[src/alc_pkg.sv]
// shared types and codes for the array list with cursor
`timescale 1ns / 1ps

package alc_pkg;

    // command codes on func
    typedef enum logic [3:0] {
        FN_INSERT = 4'd0,
        FN_APPEND = 4'd1,
        FN_ERASE  = 4'd2,
        FN_CLEAR  = 4'd3,
        FN_START  = 4'd4,
        FN_END    = 4'd5,
        FN_NEXT   = 4'd6,
        FN_PREV   = 4'd7,
        FN_MOVE   = 4'd8,
        FN_GET    = 4'd9
    } func_t;

    // result status codes
    typedef enum logic [1:0] {
        ST_OK           = 2'd0,
        ST_FULL         = 2'd1,
        ST_NO_ELEMENT   = 2'd2,
        ST_OUT_OF_RANGE = 2'd3
    } status_t;

    // broadcast to every cell: which shift or write happens this cycle
    typedef struct packed {
        logic ins;
        logic app;
        logic ers;
    } cell_ctrl_t;

    // entries per group of the registered read tree
    localparam int GROUP_SIZE = 32;

endpackage

[src/alc_cell.sv]
// one list entry: holds a value and shifts with its neighbors
`timescale 1ns / 1ps

module alc_cell #(
    parameter int DATA_WIDTH = 32,
    parameter int CNT_W      = 7,
    parameter int INDEX      = 0
) (
    input  logic                  clk,
    input  alc_pkg::cell_ctrl_t   ctrl,
    input  logic [CNT_W-1:0]      cursor,
    input  logic [CNT_W-1:0]      count,
    input  logic [DATA_WIDTH-1:0] value,
    input  logic [DATA_WIDTH-1:0] left_data,
    input  logic [DATA_WIDTH-1:0] right_data,
    output logic [DATA_WIDTH-1:0] data,
    output logic [DATA_WIDTH-1:0] masked
);

    localparam logic [CNT_W-1:0] IDX    = INDEX[CNT_W-1:0];
    localparam logic [CNT_W:0]   IDX_P1 = (CNT_W + 1)'(INDEX + 1);

    logic [DATA_WIDTH-1:0] data_reg;
    logic [DATA_WIDTH-1:0] data_next;
    logic                  load;

    always_comb
    begin
        load      = 1'b0;
        data_next = data_reg;
        priority if (ctrl.ins && IDX == cursor)
        begin
            load      = 1'b1;
            data_next = value;
        end
        else if (ctrl.ins && IDX > cursor && IDX <= count)
        begin
            load      = 1'b1;
            data_next = left_data;
        end
        else if (ctrl.app && IDX == count)
        begin
            load      = 1'b1;
            data_next = value;
        end
        else if (ctrl.ers && IDX >= cursor && IDX_P1 < {1'b0, count})
        begin
            load      = 1'b1;
            data_next = right_data;
        end
        else
        begin
            // entry holds its value
            load      = 1'b0;
            data_next = data_reg;
        end
    end

    always_ff @(posedge clk)
    begin
        if (load)
        begin
            data_reg <= data_next;
        end
    end

    assign data   = data_reg;
    assign masked = (IDX == cursor) ? data_reg : '0;

endmodule

[config.mk]
export PLATFORM = sky130hd
export DESIGN_NAME = alc_cell
export DESIGN_NICKNAME = d
export VERILOG_FILES = /design/src/alc_pkg.sv /design/src/alc_cell.sv
export SDC_FILE = /design/constraint.sdc
export NUM_CORES = 1
export LEC_CHECK = 0
export ABC_CLOCK_PERIOD_IN_PS = 3100
export BUFFER_PORTS_ARGS = -buffer_cell sky130_fd_sc_hd__buf_2
export CORE_ASPECT_RATIO = 0.6
export CORE_MARGIN = 2
export CORE_UTILIZATION = 36
export DETAILED_ROUTE_END_ITERATION = 7
export MAX_ROUTING_LAYER = met4
export PLACE_DENSITY = 0.89
export SETUP_SLACK_MARGIN = 0.5
export SLEW_MARGIN = 25
export SYNTH_ARGS = -nofsm -noshare
export SYNTH_HDL_FRONTEND = slang
export SYNTH_SLANG_ARGS = --single-unit
[constraint.sdc]
create_clock -name clk -period 3.1 [get_ports clk]
set_clock_uncertainty 0.05 [all_clocks]
set_input_delay 0.465 -clock clk [delete_from_list [all_inputs] [get_ports clk]]
set_output_delay 0.465 -clock clk [all_outputs]
set_load 0.005 [all_outputs]
==> results.json, run 1 <==
{
  "outcome": "complete, no violations",
  "ys_seq_area_share_pct": 54.6,
  "grt_start_max_net_pins": 34,
  "numCtsBuffers": 5,
  "core_area_mm2": 0.00464,
  "gr-total-overflow": 0,
  "cts_tree": "yes",
  "die_x_um": 94.3,
  "syn_inst": 110,
  "wirelength_mm": 4.20,
  "clockRootBuffer": "clkbuf_8",
  "topRoutingLayerUsed": "met4",
  "drc": 0,
  "worstHoldStart": "value[1]",
  "num_rows": 19,
  "grt_pass1_vias": 1385,
  "crit_path_end_kind": "primary output",
  "fin_cells": 324,
  "largest_reg_flops": 32,
  "avgSynthCellArea_um2": 16.0,
  "initial_core_util_pct": 38.0,
  "tightest_slew_ns": 0.572,
  "worstSetupPathType": "primary input to primary output",
  "finalSetupTns_ns": 0,
  "vias": 1435,
  "min_period_ns": 2.44,
  "syn_to_final_growth_pct": 50.2,
  "avgRoutedWirePerCell_um": 12.9,
  "nets": 374,
  "gr-usage-all-layers_pct": 15.2,
  "antennaDiodeCount": 0,
  "pre_cts_ws_ns": 0.512,
  "post-dp-hpwl_mm": 3.44,
  "maxSlewViolCount": 0,
  "netlist_area_mm2": 0.00176,
  "dr_wl_met2_mm": 2.21,
  "h-tree-depth": 2,
  "period_share_pct": 78.6,
  "fin_ws_ns": 0.663,
  "hold_violations": 0,
  "wl_met1_mm": 1.55,
  "total_leakage_power_nw": 1.38,
  "grt_pass1_wl_mm": 5.98,
  "gp_congestion": 0.737,
  "cp-start-kind": "primary input",
  "first_pass_iters": 4,
  "post_drt_via_cell_ratio": 4.43,
  "maxCapViolCount": 0,
  "fill_cells": 394,
  "clockBufferDepth": 2,
  "hold_buffers": 0,
  "cts.sinks": 32,
  "post_synth_num_cell_types": 13,
  "antenna_found_initial": 0,
  "final_common_cell": "buf_2",
  "peakVddDrop_mv": 0.171,
  "cp.required_ns": 2.58,
  "port_buffers": 145,
  "max_freq_mhz": 410,
  "drive_gt1_share_pct": 71.3,
  "rsz0062_at_grt": "no",
  "relSlewSlack_pct": 61.8,
  "place_inst": 316,
  "clkTransAtPathRegs_ns": 0.06,
  "ant_nets": 0,
  "synth.net_count": 224,
  "utilization_pct": 57.1,
  "setup-violations-final": 0,
  "die_area_mm2": 0.00548,
  "crit_arrival_ns": 1.92,
  "hold_end": "data[1]",
  "crit_path_max_fanout": 18,
  "drtIter0Drc": 37,
  "wl_met3_um": 359,
  "ys_ff_latch": 32,
  "post_cts_resized": 0,
  "cts_setup_buffers": 0,
  "yosysWarnings": 0,
  "hold_class": "primary input to flip-flop",
  "final_cell_mix": "145 x buf_2, 32 x and2_1, 32 x edfxtp_1",
  "hold_depth": 2,
  "total_power_uw": 872,
  "io-pin-count": 178,
  "power_density_mw_per_mm2": 330,
  "die_h_um": 58.2
}
## report_power, final
| part | total [mW] | internal (mW) | switching, mW | leakage [nW] |
|---|---|---|---|---|
| Combinational | 0.0986 | 0.0695 | 0.0291 | 1.05 |
| Sequential | 0.484 | 0.482 | 0.00184 | 0.288 |
| Clock | 0.290 | 0.156 | 0.134 | 0.0399 |
| Total | 0.872 | 0.707 | 0.165 | 1.38 |
## critical path, cell delays in order
cell,delay (ns)
buf_2,0.10
or4_1,0.56
nor4_4,0.26
buf_4,0.27
and2_1,0.15
buf_2,0.11
## synthesized netlist by cell type, drive strengths merged
| master | count | area, um^2 |
|---|---|---|
| clkbuf | 3 | 11.3 |
| edfxtp | 32 | 961 |
| nor3 | 1 | 5.00 |
| o311ai | 1 | 8.76 |
| and2 | 32 | 200 |
| nand2 | 1 | 3.75 |
| a32oi | 1 | 27.5 |
| mux2 | 32 | 469 |
| buf | 3 | 33.8 |
| or4 | 2 | 15.0 |
| nor4 | 1 | 21.3 |
| inv | 1 | 3.75 |
## worst max path at each step
| stage | depth (start not counted) | startpoint | slack, ns | endpoint |
|---|---|---|---|---|
| after floorplan | 5 | cursor[4] | 0.61 | data[0] |
| after global placement | 7 | count[5] | 0.53 | data[20] |
| after detailed placement | 7 | count[5] | 0.51 | data[13] |
| after CTS | 6 | cursor[4] | 0.66 | masked[26] |
| after global routing | 6 | cursor[4] | 0.59 | masked[8] |
| final | 6 | cursor[4] | 0.66 | masked[26] |
## cell type report
cell class                 instances  area [um^2]  share of cell area [%]
clock buffer                       7         76.3                    2.89
inverter                           1         3.75                   0.142
multi-input combinational         71          753                    28.5
sequential                        32          961                    36.3
timing repair buffer             149          768                    29.0
tap                               63         78.8                    2.98
clock inverter                     1         3.75                   0.142
## routing by layer
| metal | track usage (%) | vias to the layer above |
|---|---|---|
| li1 | - | 700 |
| met1 | 15.0 | 652 |
| met2 | 28.1 | 74 |
| met3 | 4.68 | 9 |
| met4 | 6.00 | 0 |
| met5 | - | - |
## through the flow
stage / cell area [um^2] / hold WS (ns)
floorplan: 1760 / 0.616
global placement: 2560 / 0.702
detailed placement: 2560 / 0.709
CTS: 2650 / 0.419
global route: 2650 / 0.418
finish: 2650 / 0.428
## kinds of logic (layout without fill, tap and decap cells)
| family | count (synthesis) | in the layout | share of synthesized area (%) |
|---|---|---|---|
| compound gates | 2 | 2 | 2.06 |
| buf+inv | 7 | 158 | 2.77 |
| flops | 32 | 32 | 54.6 |
| mux | 32 | 32 | 26.7 |
| simple gates | 37 | 37 | 13.9 |
No activity file was read; power rests on OpenSTA's default activity.
==> run 2, diff against run 1 <==
--- a/config.mk
+++ b/config.mk
@@ -5,7 +5,7 @@
 export SDC_FILE = /design/constraint.sdc
 export NUM_CORES = 1
 export LEC_CHECK = 0
-export ABC_CLOCK_PERIOD_IN_PS = 3100
+export ABC_CLOCK_PERIOD_IN_PS = 2300
 export BUFFER_PORTS_ARGS = -buffer_cell sky130_fd_sc_hd__buf_2
 export CORE_ASPECT_RATIO = 0.6
 export CORE_MARGIN = 2
==> constraint.sdc (replaced) <==
create_clock -name clk -period 2.3 [get_ports clk]
set_clock_uncertainty 0.05 [all_clocks]
set_input_delay 0.345 -clock clk [delete_from_list [all_inputs] [get_ports clk]]
set_output_delay 0.345 -clock clk [all_outputs]
set_load 0.005 [all_outputs]
==> run 2 against run 1 <==
  * Worst setup slack worse by 0.46 ns
  * Die area did not move
  * Via count rose by 11%
  * Largest power group unchanged
  * Critical path depth grew 1
  * Clock power is 40% higher
  * Wire length up 28%
  * Count of clock-buffer cells in the layout down 2
  * Sequential share of layout area shrank 5.3 points
  * Largest cell class is now buffers
  * Critical endpoint is now masked[21]
==> results.json, run 2 (same netlist as run 1, synthesis figures left out) <==
{
  "maxSlewViolCount": 0,
  "drive_gt1_share_pct": 78.1,
  "port_buffers": 145,
  "clkTransAtPathRegs_ns": 0.07,
  "gr-total-overflow": 0,
  "hold_class": "primary input to flip-flop",
  "ant_nets": 0,
  "grt_start_max_net_pins": 22,
  "cp.required_ns": 1.90,
  "die_x_um": 94.3,
  "drc": 0,
  "initial_core_util_pct": 38.0,
  "cp-start-kind": "primary input",
  "min_period_ns": 2.10,
  "cts.sinks": 32,
  "finalSetupTns_ns": 0,
  "die_h_um": 58.2,
  "clockBufferDepth": 2,
  "power_density_mw_per_mm2": 391,
  "first_pass_iters": 4,
  "tightest_slew_ns": 0.493,
  "period_share_pct": 91.3,
  "hold_depth": 2,
  "largest_reg_flops": 32,
  "peakVddDrop_mv": 0.240,
  "total_leakage_power_nw": 1.60,
  "antennaDiodeCount": 0,
  "hold_buffers": 0,
  "post_drt_via_cell_ratio": 4.64,
  "io-pin-count": 178,
  "max_freq_mhz": 476,
  "avgRoutedWirePerCell_um": 15.7,
  "maxCapViolCount": 0,
  "hold-worst-slack_ns": 0.314,
  "antenna_found_initial": 0,
  "final_cell_mix": "139 x buf_2, 32 x mux2_4, 32 x edfxtp_1",
  "h-tree-depth": 2,
  "numCtsBuffers": 5,
  "gp_congestion": 0.716,
  "hold_violations": 0,
  "fin_cells": 342,
  "clockRootBuffer": "clkbuf_8",
  "crit_path_end_kind": "primary output",
  "worstSetupPathType": "primary input to primary output",
  "grt_pass1_wl_mm": 6.84,
  "outcome": "complete, no violations",
  "relSlewSlack_pct": 67.1,
  "die_area_mm2": 0.00548,
  "post-dp-hpwl_mm": 3.29,
  "rsz0062_at_grt": "yes",
  "utilization_pct": 66.9,
  "setup-violations-final": 0,
  "vias": 1586,
  "wirelength_mm": 5.38,
  "gr-usage-all-layers_pct": 17.5,
  "syn_to_final_growth_pct": 76.2,
  "place_inst": 315,
  "final_common_cell": "buf_2",
  "drtIter0Drc": 34,
  "grt_pass1_vias": 1413,
  "crit_arrival_ns": 1.71,
  "cts_tree": "yes",
  "num_rows": 19,
  "crit_path_max_fanout": 21,
  "core_area_mm2": 0.00464,
  "nets": 392
}
## run 2: cell types whose count changed in the layout (fill, tap and decap cells not counted), moves of 4 or more
cell,before,now
buf_12,1,7
and2_1,32,27
nand2_8,0,4
buf_6,0,10
buf_2,145,139
buf_16,0,4
and2_4,0,5
## run 2: path summary, 6_finish.rpt
| path | slack, ns | to | start |
|---|---|---|---|
| worst max-delay path | 0.20 | masked[21] | cursor[4] |
| worst min-delay path | 0.31 | data[3] | right_data[3] |
## run 2: layer usage
| metal | wire [um] | up-vias | global-route usage (%) | share of wire [%] |
|---|---|---|---|---|
| met5 | 0 | - | - | 0 |
| met4 | 54 | 0 | 4.97 | 1.0 |
| met3 | 318 | 6 | 3.77 | 5.9 |
| met2 | 2800 | 73 | 29.7 | 52 |
| met1 | 2200 | 758 | 21.4 | 41 |
| li1 | - | 749 | - | - |
## run 2: cell type report
type | count | area (um^2)
clock buffers | 5 | 68.8
inverters | 1 | 3.75
flip-flops and latches | 32 | 961
multi-input cells | 74 | 887
repair buffers | 164 | 1090
fillers | 359 | 1530
clock inverters | 3 | 13.8
well taps | 63 | 78.8
## run 2: critical path, stage by stage
cell	delay (ns)
buf_6	0.09
or4_4	0.54
nor4_4	0.17
buf_6	0.18
buf_12	0.14
and2_1	0.13
buf_2	0.11
## run 2: stage by stage
stage,setup slack [ns],instance area [um^2],total power [mW]
after global placement,0.0275,2590,0.796
after floorplan,0.179,1800,0.717
after global routing,0.146,3100,1.26
after detailed placement,0.0430,2590,0.801
after CTS,0.146,2920,1.22
final,0.200,3100,1.21
## run 2: what timing repair did
action | CTS | global route
endpoints found under the setup margin | 96 | 96
hold endpoints to repair | 0 | 0
buffers inserted | 4 | 7
resized for setup | 17 | 14
cloned | 7 | 1
pin swaps | 7 | 6
## run 2: power breakdown
| part | internal [mW] | switching [mW] |
|---|---|---|
| registers | 0.649 | 0.00276 |
| clock network | 0.205 | 0.201 |
| logic | 0.106 | 0.0500 |
